File: src/assert_macros.svh
// assertion macros used by the top-level rtl file
`ifndef ASSERT_MACROS_SVH
`define ASSERT_MACROS_SVH
`ifndef SYNTHESIS
`define RSP_ASSERT_IMPL(lbl, ante, cons, msg) \
	lbl: assert property (@(posedge clk) disable iff (!arst_n) (ante) |-> (cons)) \
		else $error(msg);
`define RSP_ASSERT_NEXT(lbl, ante, cons, msg) \
	lbl: assert property (@(posedge clk) disable iff (!arst_n) (ante) |=> (cons)) \
		else $error(msg);
`else
`define RSP_ASSERT_IMPL(lbl, ante, cons, msg)
`define RSP_ASSERT_NEXT(lbl, ante, cons, msg)
`endif
`endif

File: src/rsp_pkg.sv
// types and constants of the rectangle subtraction block
package rsp_pkg;
	localparam int COORD_BITS = 16;
	localparam int NUM_PIECES = 4;
	localparam int QUEUE_DEPTH = 2;
	localparam int QPTR_BITS = (QUEUE_DEPTH > 1) ? $clog2(QUEUE_DEPTH) : 1;
	localparam int QCNT_BITS = $clog2(QUEUE_DEPTH + 1);

	typedef logic signed [COORD_BITS-1:0] coord_t;
	typedef logic [NUM_PIECES-1:0] piece_mask_t;
	typedef logic [$clog2(NUM_PIECES)-1:0] piece_idx_t;

	// fixed emit order of the candidate pieces
	localparam piece_idx_t PC_TOP    = 2'd0;
	localparam piece_idx_t PC_LEFT   = 2'd1;
	localparam piece_idx_t PC_RIGHT  = 2'd2;
	localparam piece_idx_t PC_BOTTOM = 2'd3;

	typedef struct packed {
		coord_t left;
		coord_t top;
		coord_t right;
		coord_t bottom;
	} rect_t;

	typedef struct packed {
		rect_t [NUM_PIECES-1:0] rects;
		piece_mask_t            mask;
	} entry_t;
endpackage

File: src/rsp_if.sv
// request channels: rectangle pairs in, pieces out
interface rsp_in_if;
	import rsp_pkg::*;
	logic   valid;
	logic   ready;
	coord_t a_left;
	coord_t a_top;
	coord_t a_right;
	coord_t a_bottom;
	coord_t b_left;
	coord_t b_top;
	coord_t b_right;
	coord_t b_bottom;
	modport source (output valid, a_left, a_top, a_right, a_bottom,
		b_left, b_top, b_right, b_bottom, input ready);
	modport sink (input valid, a_left, a_top, a_right, a_bottom,
		b_left, b_top, b_right, b_bottom, output ready);
endinterface

interface rsp_out_if;
	import rsp_pkg::*;
	logic   valid;
	logic   ready;
	coord_t out_left;
	coord_t out_top;
	coord_t out_right;
	coord_t out_bottom;
	logic   last_piece;
	modport source (output valid, out_left, out_top, out_right, out_bottom,
		last_piece, input ready);
	modport sink (input valid, out_left, out_top, out_right, out_bottom,
		last_piece, output ready);
endinterface

File: src/rsp_front.sv
// front: classifies a rectangle pair into candidate pieces and a mask
module rsp_front (
	rsp_in_if.sink          pair,
	output logic            push_valid,
	output rsp_pkg::entry_t push_data,
	input  logic            push_ready
);
	import rsp_pkg::*;

	function automatic logic emit_ok(input rect_t r);
		emit_ok = (r.left <= r.right) && (r.top <= r.bottom);
	endfunction

	rect_t  rect_a;
	rect_t  cand [NUM_PIECES];
	logic   apart;
	logic   lin, tin, rin, bin;
	coord_t y0, y1;
	entry_t ent;

	always_comb begin
		rect_a = '{left: pair.a_left, top: pair.a_top,
			right: pair.a_right, bottom: pair.a_bottom};
		apart = (pair.a_right <= pair.b_left) || (pair.b_right <= pair.a_left) ||
			(pair.a_bottom <= pair.b_top) || (pair.b_bottom <= pair.a_top);
		lin = pair.a_left > pair.b_left;
		tin = pair.a_top > pair.b_top;
		rin = pair.a_right < pair.b_right;
		bin = pair.a_bottom < pair.b_bottom;
		y0 = tin ? pair.a_top : pair.b_top;
		y1 = bin ? pair.a_bottom : pair.b_bottom;

		cand[PC_TOP]    = '{left: pair.a_left, top: pair.a_top,
			right: pair.a_right, bottom: pair.b_top};
		cand[PC_LEFT]   = '{left: pair.a_left, top: y0,
			right: pair.b_left, bottom: y1};
		cand[PC_RIGHT]  = '{left: pair.b_right, top: y0,
			right: pair.a_right, bottom: y1};
		cand[PC_BOTTOM] = '{left: pair.a_left, top: pair.b_bottom,
			right: pair.a_right, bottom: pair.a_bottom};

		if (apart) begin
			// no overlap: A alone is the only candidate
			for (int i = 0; i < NUM_PIECES; i++) begin
				ent.rects[i] = rect_a;
			end
			ent.mask = '0;
			ent.mask[PC_TOP] = emit_ok(rect_a);
		end else begin
			for (int i = 0; i < NUM_PIECES; i++) begin
				ent.rects[i] = cand[i];
				ent.mask[i] = emit_ok(cand[i]);
			end
			ent.mask[PC_TOP]    = ent.mask[PC_TOP] && !tin;
			ent.mask[PC_LEFT]   = ent.mask[PC_LEFT] && !lin;
			ent.mask[PC_RIGHT]  = ent.mask[PC_RIGHT] && !rin;
			ent.mask[PC_BOTTOM] = ent.mask[PC_BOTTOM] && !bin;
		end
	end

	// pairs that leave nothing are taken and dropped here
	assign push_valid = pair.valid && (ent.mask != '0);
	assign push_data  = ent;
	assign pair.ready = push_ready;
endmodule

File: src/rsp_queue.sv
// short queue of classified pairs between front and back
module rsp_queue (
	input  logic            clk,
	input  logic            arst_n,
	input  logic            push_valid,
	input  rsp_pkg::entry_t push_data,
	output logic            push_ready,
	output logic            pop_valid,
	output rsp_pkg::entry_t pop_data,
	input  logic            pop_ready
);
	import rsp_pkg::*;

	entry_t                 entries_q [QUEUE_DEPTH];
	logic [QPTR_BITS-1:0]   wr_ptr_q;
	logic [QPTR_BITS-1:0]   rd_ptr_q;
	logic [QCNT_BITS-1:0]   count_q;
	logic                   push;
	logic                   pop;

	assign push_ready = count_q != QCNT_BITS'(QUEUE_DEPTH);
	assign pop_valid  = count_q != '0;
	assign pop_data   = entries_q[rd_ptr_q];
	assign push       = push_valid && push_ready;
	assign pop        = pop_valid && pop_ready;

	function automatic logic [QPTR_BITS-1:0] ptr_inc(input logic [QPTR_BITS-1:0] p);
		if (p == QPTR_BITS'(QUEUE_DEPTH - 1)) begin
			ptr_inc = '0;
		end else begin
			ptr_inc = p + 1'b1;
		end
	endfunction

	always_ff @(posedge clk) begin
		if (push) begin
			entries_q[wr_ptr_q] <= push_data;
		end
	end

	always_ff @(posedge clk or negedge arst_n) begin
		if (!arst_n) begin
			wr_ptr_q <= '0;
			rd_ptr_q <= '0;
			count_q  <= '0;
		end else begin
			if (push) begin
				wr_ptr_q <= ptr_inc(wr_ptr_q);
			end
			if (pop) begin
				rd_ptr_q <= ptr_inc(rd_ptr_q);
			end
			case ({push, pop})
				2'b10:   count_q <= count_q + 1'b1;
				2'b01:   count_q <= count_q - 1'b1;
				default: count_q <= count_q;
			endcase
		end
	end
endmodule

File: src/rsp_back.sv
// back: walks the piece mask of one entry and emits a piece per cycle while the output is not stalled
module rsp_back (
	input  logic            clk,
	input  logic            arst_n,
	input  logic            pop_valid,
	input  rsp_pkg::entry_t pop_data,
	output logic            pop_ready,
	rsp_out_if.source       piece
);
	import rsp_pkg::*;

	rect_t [NUM_PIECES-1:0] cur_rects_q;
	piece_mask_t            cur_mask_q;
	logic                   out_valid_q;
	rect_t                  out_rect_q;
	logic                   out_last_q;

	piece_mask_t            pick;
	piece_mask_t            rest;
	rect_t                  sel_rect;
	logic                   has;
	logic                   adv;
	logic                   pop;

	always_comb begin
		has  = cur_mask_q != '0;
		// lowest set bit keeps the fixed piece order
		pick = cur_mask_q & (~cur_mask_q + 1'b1);
		rest = cur_mask_q & ~pick;
		sel_rect = '0;
		for (int i = 0; i < NUM_PIECES; i++) begin
			if (pick[i]) begin
				sel_rect = cur_rects_q[i];
			end
		end
		adv       = has && (!out_valid_q || piece.ready);
		pop_ready = !has || (adv && (rest == '0));
		pop       = pop_valid && pop_ready;
	end

	always_ff @(posedge clk or negedge arst_n) begin
		if (!arst_n) begin
			cur_mask_q  <= '0;
			out_valid_q <= 1'b0;
		end else begin
			if (pop) begin
				cur_mask_q <= pop_data.mask;
			end else if (adv) begin
				cur_mask_q <= rest;
			end
			if (adv) begin
				out_valid_q <= 1'b1;
			end else if (piece.ready) begin
				out_valid_q <= 1'b0;
			end
		end
	end

	always_ff @(posedge clk) begin
		if (pop) begin
			cur_rects_q <= pop_data.rects;
		end
		if (adv) begin
			out_rect_q <= sel_rect;
			out_last_q <= rest == '0;
		end
	end

	assign piece.valid      = out_valid_q;
	assign piece.out_left   = out_rect_q.left;
	assign piece.out_top    = out_rect_q.top;
	assign piece.out_right  = out_rect_q.right;
	assign piece.out_bottom = out_rect_q.bottom;
	assign piece.last_piece = out_last_q;
endmodule

File: src/rect_subtract_pieces.sv
// top level: rectangle A minus rectangle B as up to four pieces
// path: queue entry, then back piece mask, then output register
// throughput: one piece per cycle on the output while it is not stalled; pairs
//   that leave nothing are dropped at the input and never enter the queue
// reset: clears the queue count and pointers, the piece mask and output valid
`include "assert_macros.svh"
module rect_subtract_pieces (
	input  logic      clk,
	input  logic      arst_n,
	rsp_in_if.sink    pair,
	rsp_out_if.source piece
);
	import rsp_pkg::*;

	logic   push_valid;
	logic   push_ready;
	entry_t push_data;
	logic   pop_valid;
	logic   pop_ready;
	entry_t pop_data;
	logic   piece_upright;

	rsp_front u_front (
		.pair       (pair),
		.push_valid (push_valid),
		.push_data  (push_data),
		.push_ready (push_ready)
	);

	rsp_queue u_queue (
		.clk        (clk),
		.arst_n     (arst_n),
		.push_valid (push_valid),
		.push_data  (push_data),
		.push_ready (push_ready),
		.pop_valid  (pop_valid),
		.pop_data   (pop_data),
		.pop_ready  (pop_ready)
	);

	rsp_back u_back (
		.clk       (clk),
		.arst_n    (arst_n),
		.pop_valid (pop_valid),
		.pop_data  (pop_data),
		.pop_ready (pop_ready),
		.piece     (piece)
	);

	assign piece_upright = (piece.out_left <= piece.out_right) &&
		(piece.out_top <= piece.out_bottom);

	`RSP_ASSERT_IMPL(a_queue_mask_nonzero, pop_valid, pop_data.mask != '0, "empty queued entry")
	`RSP_ASSERT_IMPL(a_piece_not_inverted, piece.valid, piece_upright, "inverted piece emitted")
	`RSP_ASSERT_NEXT(a_piece_held, piece.valid && !piece.ready, piece.valid, "stalled piece dropped")
endmodule

File: src/flat_wrapper.sv
// flat-port wrapper written by rule: the top's interface ports become plain ports
module rect_subtract_pieces_flat import rsp_pkg::*;
  (clk, arst_n, pair_valid, pair_a_left, pair_a_top, pair_a_right, pair_a_bottom, pair_b_left, pair_b_top, pair_b_right, pair_b_bottom, pair_ready, piece_valid, piece_out_left, piece_out_top, piece_out_right, piece_out_bottom, piece_last_piece, piece_ready);
  rsp_in_if pair_i ();
  rsp_out_if piece_i ();
  input  logic clk;
  input  logic arst_n;
  input wire logic [$bits(pair_i.valid)-1:0] pair_valid;
  input wire logic [$bits(pair_i.a_left)-1:0] pair_a_left;
  input wire logic [$bits(pair_i.a_top)-1:0] pair_a_top;
  input wire logic [$bits(pair_i.a_right)-1:0] pair_a_right;
  input wire logic [$bits(pair_i.a_bottom)-1:0] pair_a_bottom;
  input wire logic [$bits(pair_i.b_left)-1:0] pair_b_left;
  input wire logic [$bits(pair_i.b_top)-1:0] pair_b_top;
  input wire logic [$bits(pair_i.b_right)-1:0] pair_b_right;
  input wire logic [$bits(pair_i.b_bottom)-1:0] pair_b_bottom;
  output wire logic [$bits(pair_i.ready)-1:0] pair_ready;
  output wire logic [$bits(piece_i.valid)-1:0] piece_valid;
  output wire logic [$bits(piece_i.out_left)-1:0] piece_out_left;
  output wire logic [$bits(piece_i.out_top)-1:0] piece_out_top;
  output wire logic [$bits(piece_i.out_right)-1:0] piece_out_right;
  output wire logic [$bits(piece_i.out_bottom)-1:0] piece_out_bottom;
  output wire logic [$bits(piece_i.last_piece)-1:0] piece_last_piece;
  input wire logic [$bits(piece_i.ready)-1:0] piece_ready;
  assign pair_i.valid = pair_valid;
  assign pair_i.a_left = pair_a_left;
  assign pair_i.a_top = pair_a_top;
  assign pair_i.a_right = pair_a_right;
  assign pair_i.a_bottom = pair_a_bottom;
  assign pair_i.b_left = pair_b_left;
  assign pair_i.b_top = pair_b_top;
  assign pair_i.b_right = pair_b_right;
  assign pair_i.b_bottom = pair_b_bottom;
  assign pair_ready = pair_i.ready;
  assign piece_valid = piece_i.valid;
  assign piece_out_left = piece_i.out_left;
  assign piece_out_top = piece_i.out_top;
  assign piece_out_right = piece_i.out_right;
  assign piece_out_bottom = piece_i.out_bottom;
  assign piece_last_piece = piece_i.last_piece;
  assign piece_i.ready = piece_ready;
  rect_subtract_pieces u_core (.clk(clk), .arst_n(arst_n), .pair(pair_i), .piece(piece_i));
endmodule
File: config.mk
export PLATFORM = sky130hd
export DESIGN_NAME = rect_subtract_pieces_flat
export DESIGN_NICKNAME = d
export VERILOG_FILES = /design/src/rsp_pkg.sv /design/src/rsp_if.sv /design/src/rsp_front.sv /design/src/rsp_queue.sv /design/src/rsp_back.sv /design/src/rect_subtract_pieces.sv /design/src/flat_wrapper.sv
export VERILOG_INCLUDE_DIRS = /design/src /design/src/src
export SDC_FILE = /design/constraint.sdc
export NUM_CORES = 1
export LEC_CHECK = 0
export BUFFER_PORTS_ARGS = -buffer_cell sky130_fd_sc_hd__buf_2
export CAP_MARGIN = 20
export CORE_UTILIZATION = 43
export CTS_CLUSTER_SIZE = 8
export DETAILED_ROUTE_END_ITERATION = 12
export PLACE_DENSITY = 0.68
export SYNTH_ARGS = -nofsm -noshare
export SYNTH_HDL_FRONTEND = slang
export SYNTH_HIERARCHICAL = 1
export SYNTH_SLANG_ARGS = --single-unit
File: constraint.sdc
create_clock -name clk -period 12.5 [get_ports clk]
set_input_delay 0 -clock clk [delete_from_list [all_inputs] [get_ports clk]]
set_output_delay 0 -clock clk [all_outputs]
set_load 0.02 [all_outputs]
==> reports/results.ini, run 1 <==
[grt]
grt_remaining_overflow=0
grt_pass1_vias=21084
antenna_found_initial=18
grtUsageTotal=0.186
grt_max_degree=184
grt_first_pass_wirelength_um=126000

[layout]
design_area_um2=43400
regArea_um2=25500
final_nets=2843
drive_gt1_frac=0.262
fin_cells=3727
fin_util=0.498
n_fill_cell=7186
area_delta_synth_final_pct=14.2
multi_input_area_um2=10400

[place]
placedCellCount=3436
place_area_um2=38900
place_congestion=0.896
place_hpwl_um=53800
pre_cts_slack_ns=5.43
port_buffers=198

[synth]
synth_area_um2=38000
yosysTopAreaCell=edfxtp_1
synthSimpleGateAreaFrac=0.0247
synth_top_family_by_area=multiplexers
synth-seq-cells=850
syn_inst=2305
syn_area_per_cell_um2=16.5
async_reset_ff_frac=0.0106
yosysMostFrequentCell=edfxtp_1
ys.flop_type=edfxtp_1
synth-xor-area-share=0.00138
synth_compound_area_frac=0.0668
ys_warn_count=6
synth_edf_count=841
syn_nets=2614
yosysUniqueCellTypes=59
yosys-mux-area-fraction=0.120
synth_adder_area_share=0.0585
yosysSeqAreaShare=0.670
synthTopCellsByArea=edfxtp_1 66%, mux2_4 7.8%, ha_1 5.8%
yosys.area.top_type_share=0.664
synth_commonest_cells=841 x edfxtp_1, 198 x mux2_4, 177 x ha_1, 162 x buf_4, 128 x a22oi_1

[floorplanning]
start_util=0.436
rows=108
io_pins=199
die-area_um2=89700
core_um2=87200
die_y_um=299
die_w_um=299

[sta]
clock_skew_ns=0.0243
slew_headroom=0.259
period_share=0.556
timing.hold.ws_ns=0.0856
finalSetupTns_ns=0
maxSlewViolCount=0
hold_violations=0
setup_viol=0
worst_slack_ns=5.55
grt_setup_unrepaired=no
fmax_mhz=144
fin_crit_ns=6.95
tightest_slew_ns=1.10

[detailed_routing]
routed_via_density=5.34
drt-total-wl_um=83600
drc=0
via_count=19913
drt_iter0_drc=1120
firstDrtPassIters=5
ant_nets=0
routedWlPerCell_um=22.4

[clock_network]
clock_path_buffers=3
cts_resized=0
worstSkewPairLatency_ns=0.67
clockRootBuffer=clkbuf_16
clk_pin_slew_ns=0.05
cts_tree=done
clock-sinks=850
cts.htree.levels=3
cts_buffers=116

[critical_path]
cp_slowest_cell=nor4_1
cp.arrival_ns=7.22
critPathMaxStageDelay_ns=0.97
ff2ff_setup_slack_ns=9.41
end_kind=flop
worstSetupStartpointType=input port
crit_fanout=66
critPathRequiredTime_ns=12.77
crit_type=input port to flop
crit_top_cell=buf_4
path_cells=dlygate4sd3_1 -> buf_2 -> inv_1 -> ha_1 -> nand4_1 -> nor4_1 -> o21ai_0 -> nand3_1 -> o2111a_1 -> nand3_4 -> buf_4 -> buf_16 -> nor2_1 -> o31ai_1 -> a21boi_1 -> nand2_1 -> nor2_4 -> buf_4 -> buf_4

[pwr]
total_power_mw=9.66
power_density_nw_per_um2=222
power.leakage_nw=16.3
peakVddDrop_mv=0.393

[worst_hold_path]
hold_path.class=input port to flop

[flow_run]
maxCapViolations=0

[run_status]
outcome=finished, final reports clean

logic make-up after synthesis:
family                   after synthesis
flip-flops                           850
AO/OA/AOI/OAI                        398
buffers and inverters                350
multiplexers                         343
AND/OR/NAND/NOR                      180
adder cells (fa/ha/maj)              178
XOR/XNOR                               6
critical path: cells and delay by family:
kind | cells | cell delay (ns)
buf+inv | 7 | 3.02
simple gates | 7 | 2.56
compound gates | 4 | 1.07
fa+ha+maj | 1 | 0.33
what timing repair did:
action,CTS,global route
setup buffers,0,0
hold buffers,133,0
endpoints found under the hold margin,497,0
layout make-up:
cell class / instances / share of cell area
Antenna cell: 10 / 0.000576
Clock buffer: 140 / 0.0696
Clock inverter: 6 / 0.00271
Inverter: 105 / 0.00907
Multi-Input combinational cell: 1105 / 0.239
Sequential cell: 850 / 0.587
Tap cell: 1155 / 0.0333
Timing Repair Buffer: 356 / 0.0590
flip-flops by register name (all words and copies together), names as in the netlist, 2 cells and up:
name	count
u_core/u_back/piece.out_right	16
u_core/u_back/piece.out_left	16
u_core/u_queue/count_q	2
u_core/u_back/piece.out_bottom	16
u_core/u_back/cur_mask_q	4
u_core/u_queue/entries_q	520
u_core/u_back/piece.out_top	16
u_core/u_back/cur_rects_q	256
placed cells by master (no fill, tap or decap), types with 58 or more instances in the layout:
master	synthesis	layout
buf_2	35	198
mux2_4	198	198
clkbuf_16	0	117
dlygate4sd3_1	0	133
mux2_2	111	111
edfxtp_1	841	841
nand2_1	58	58
o21ai_0	113	113
inv_1	105	105
ha_1	177	177
a22oi_1	128	128
where the power goes:
group	total, mW	internal, mW	leakage [nW]	switching [mW]
logic	2.39	0.946	6.88	1.45
registers	4.53	4.22	7.87	0.301
clock network	2.75	1.66	1.53	1.08
total	9.66	6.83	16.3	2.83
per-layer routing:
layer  global-route usage  share of wire  vias up
met2                0.326           0.51      571
met5                    0         0.0013        -
met1                0.233           0.41     9979
met3               0.0407          0.060      153
li1                     -              -     9190
met4               0.0480          0.021       20
path summary, 6_finish.rpt:
| kind | endpoint | depth (start not counted) | from |
|---|---|---|---|
| max reg2reg | u_core/u_back/piece.out_top[4] | 4 | u_core/u_back/cur_mask_q[1] |
| min reg2reg | u_core/u_queue/count_q[1] | 1 | u_core/u_queue/count_q[1] |
| min in group asynchronous | u_core/u_back/cur_mask_q[2] | 3 | arst_n |
| max in group asynchronous | u_core/u_back/cur_mask_q[0] | 3 | arst_n |
| min | u_core/u_queue/entries_q[0][17] | 3 | pair_b_top[13] |
| max | u_core/u_queue/entries_q[0][136] | 19 | pair_a_top[10] |
(Power assumes the default switching activity.)
==> run 2, diff against run 1 <==
Settings changed: PLACE_DENSITY 0.68 to 0.65.
Clock period 12.5 ns to 7.3 ns, I/O delays scaled along.
==> run 2 against run 1 <==
  * Routed wire length grew 2.8%
  * Die area is the same
  * First-iteration DRC count grew 41%
  * Combinational power grew 76%
  * Clock skew grew 0.013 ns
  * Sequential power grew 70%
  * Global-route usage grew 0.37 points
  * Non-clock buffer count shrank 3
  * Setup slack lost 4.0 ns
  * Final area grew 0.35%
  * Critical path type unchanged
  * Power grew 72%
  * Utilization grew 0.18 points
==> reports/results.ini, run 2 (same netlist as run 1, synthesis figures left out) <==
[run_status]
outcome=finished, final reports clean  ; unchanged

[sta]
maxSlewViolCount=0  ; unchanged
period_share=0.788
fmax_mhz=174
timing.hold.ws_ns=0.0463  ; was 0.0856 ns
setup_viol=0  ; unchanged
worst_slack_ns=1.55  ; was 5.55 ns
clock_skew_ns=0.0378  ; was 0.0243 ns
slew_headroom=0.252  ; was 0.259
fin_crit_ns=5.75
hold_violations=0  ; unchanged
grt_setup_unrepaired=no  ; unchanged
tightest_slew_ns=1.12  ; was 1.10 ns

[floorplanning]
die-area_um2=89700  ; unchanged
start_util=0.436  ; unchanged
rows=108  ; unchanged
die_w_um=299  ; unchanged
die_y_um=299  ; unchanged
core_um2=87200  ; unchanged
io_pins=199  ; unchanged

[grt]
grt_first_pass_wirelength_um=128000  ; was 126000 um
grtUsageTotal=0.190  ; was 0.186
grt_max_degree=168  ; was 184
grt_pass1_vias=20800  ; was 21084
grt_remaining_overflow=0  ; unchanged
antenna_found_initial=10  ; was 18

[pwr]
power_density_nw_per_um2=381  ; was 222 nW/um^2
power.leakage_nw=16.2  ; was 16.3 nW
peakVddDrop_mv=0.539  ; was 0.393 mV
combPwrFrac=0.254  ; was 0.247
p_int_mw=11.7  ; was 6.83 mW
power_frac_seq=0.464  ; was 0.468
switching_share=0.296  ; was 0.293
total_power_mw=16.6  ; was 9.66 mW
p_sw_mw=4.92  ; was 2.83 mW
p_clk_frac=0.282  ; was 0.284

[layout]
final_common_cell=edfxtp_1  ; unchanged
top_regs=u_core/u_queue/entries_q x520, u_core/u_back/cur_rects_q x256  ; unchanged
largest_reg_flops=520  ; unchanged
final_cell_mix=841 x edfxtp_1, 198 x buf_2, 198 x mux2_4, 165 x ha_1, 129 x dlygate4sd3_1  ; was 841 x edfxtp_1, 198 x buf_2, 198 x mux2_4, 177 x ha_1, 133 x dlygate4sd3_1
area_delta_synth_final_pct=14.6  ; was 14.2%
regMostFlops=u_core/u_queue/entries_q  ; unchanged
design_area_um2=43600  ; was 43400 um^2
final_nets=2840  ; was 2843
drive_gt1_frac=0.273  ; was 0.262

[place]
place_congestion=0.881  ; was 0.896
place_area_um2=39200  ; was 38900 um^2
pre_cts_slack_ns=1.52  ; was 5.43 ns
place_hpwl_um=55100  ; was 53800 um
port_buffers=198  ; unchanged

[critical_path]
cp.arrival_ns=6.01  ; was 7.22 ns
critPathRequiredTime_ns=7.56  ; was 12.77 ns
r2r_start=u_core/u_back/cur_mask_q[0]  ; was u_core/u_back/cur_mask_q[1]
cp-startpoint=pair_a_bottom[13]  ; was pair_a_top[10]
end_kind=flop  ; unchanged
crit_type=input port to flop  ; unchanged
worstSetupStartpointType=input port  ; unchanged
r2r_cells=6  ; was 4
crit_fanout=136  ; was 66

[detailed_routing]
via_count=20054  ; was 19913
routedWlPerCell_um=23.1  ; was 22.4 um
firstDrtPassIters=5  ; unchanged
ant_nets=0  ; unchanged
drc=0  ; unchanged
drt-total-wl_um=85900  ; was 83600 um
drt_iter0_drc=1583  ; was 1120
routed_via_density=5.40  ; was 5.34

[worst_hold_path]
hold_path_depth=3  ; unchanged
min_from=pair_b_bottom[0]  ; was pair_b_top[13]
hold_path.class=input port to flop  ; unchanged

[clock_network]
cts.htree.levels=3  ; unchanged
clock_path_buffers=3  ; unchanged
cts_tree=done  ; unchanged
worstSkewPairLatency_ns=0.67  ; about the same
post_cts_buffers=0  ; unchanged
cts_buffers=116  ; unchanged
clock-sinks=850  ; unchanged
clk_pin_slew_ns=0.05  ; about the same
clockRootBuffer=clkbuf_16  ; unchanged

[flow_run]
maxCapViolations=0  ; unchanged

run 2: layout make-up:
cell class | count | area [um^2]
flip-flops and latches | 850 | 25500
repair buffers | 353 | 2590
inverters | 105 | 427
diodes | 5 | 12.5
clock buffers | 134 | 2990
well taps | 1155 | 1450
multi-input cells | 1105 | 10500
clock inverters | 6 | 109
fillers | 7042 | 43600
run 2: final timing paths:
check | slack [ns] | end
setup / recovery | 1.55 | u_core/u_queue/entries_q[0][141]
hold / removal | 0.05 | u_core/u_queue/entries_q[1][228]
setup reg to reg | 3.43 | u_core/u_back/cur_rects_q[208]
hold reg to reg | 0.50 | u_core/u_queue/count_q[1]
max in group asynchronous | 6.47 | u_core/u_queue/rd_ptr_q
min in group asynchronous | 0.46 | u_core/u_back/piece.valid
run 2: routing by layer:
layer  GRT usage  vias up  part of all wire
met5           0        -           0.00087
met4      0.0515       10             0.018
met3      0.0337      118             0.058
met2       0.323      602              0.50
met1       0.250    10142              0.42
li1            -     9182                 -
run 2: through the flow:
step	std cells	TNS [ns]	utilization
6_report	3713	0	0.500
5_1_grt	3710	0	0.500
4_1_cts	3708	0	0.500
3_5_place_dp	3439	0	0.450
3_3_place_gp	3439	0	0.450
2_1_floorplan	2305	-39.73	-
run 2: power by group through the flow:
stage	clock, mW	combinational [mW]	sequential [mW]
4_1_cts	4.80	4.27	7.73
5_1_grt	4.99	4.53	7.82
3_5_place_dp	0	4.20	7.81
3_3_place_gp	0	4.11	7.75
2_1_floorplan	0	2.95	7.99
6_report	4.68	4.21	7.71
run 2: worst max-delay path: stages:
cell	delay, ns
dlygate4sd3_1	0.54
buf_2	0.22
inv_1	0.09
ha_1	0.31
nand4_1	0.15
or3_1	0.38
o211ai_1	0.59
buf_4	0.32
mux2i_1	0.32
ha_1	0.30
a21o_1	0.19
a21o_1	0.15
a21oi_1	0.25
o21ai_1	0.13
nor3_1	0.27
mux2i_1	0.16
nor2_1	0.23
o31ai_1	0.11
a21boi_1	0.18
nand2_1	0.17
nor2_4	0.21
buf_12	0.61
run 2: repair_timing:
| action | CTS | global route |
|---|---|---|
| gates resized for setup | 0 | 0 |
| hold buffers | 129 | 0 |
| hold endpoints to repair | 504 | 0 |
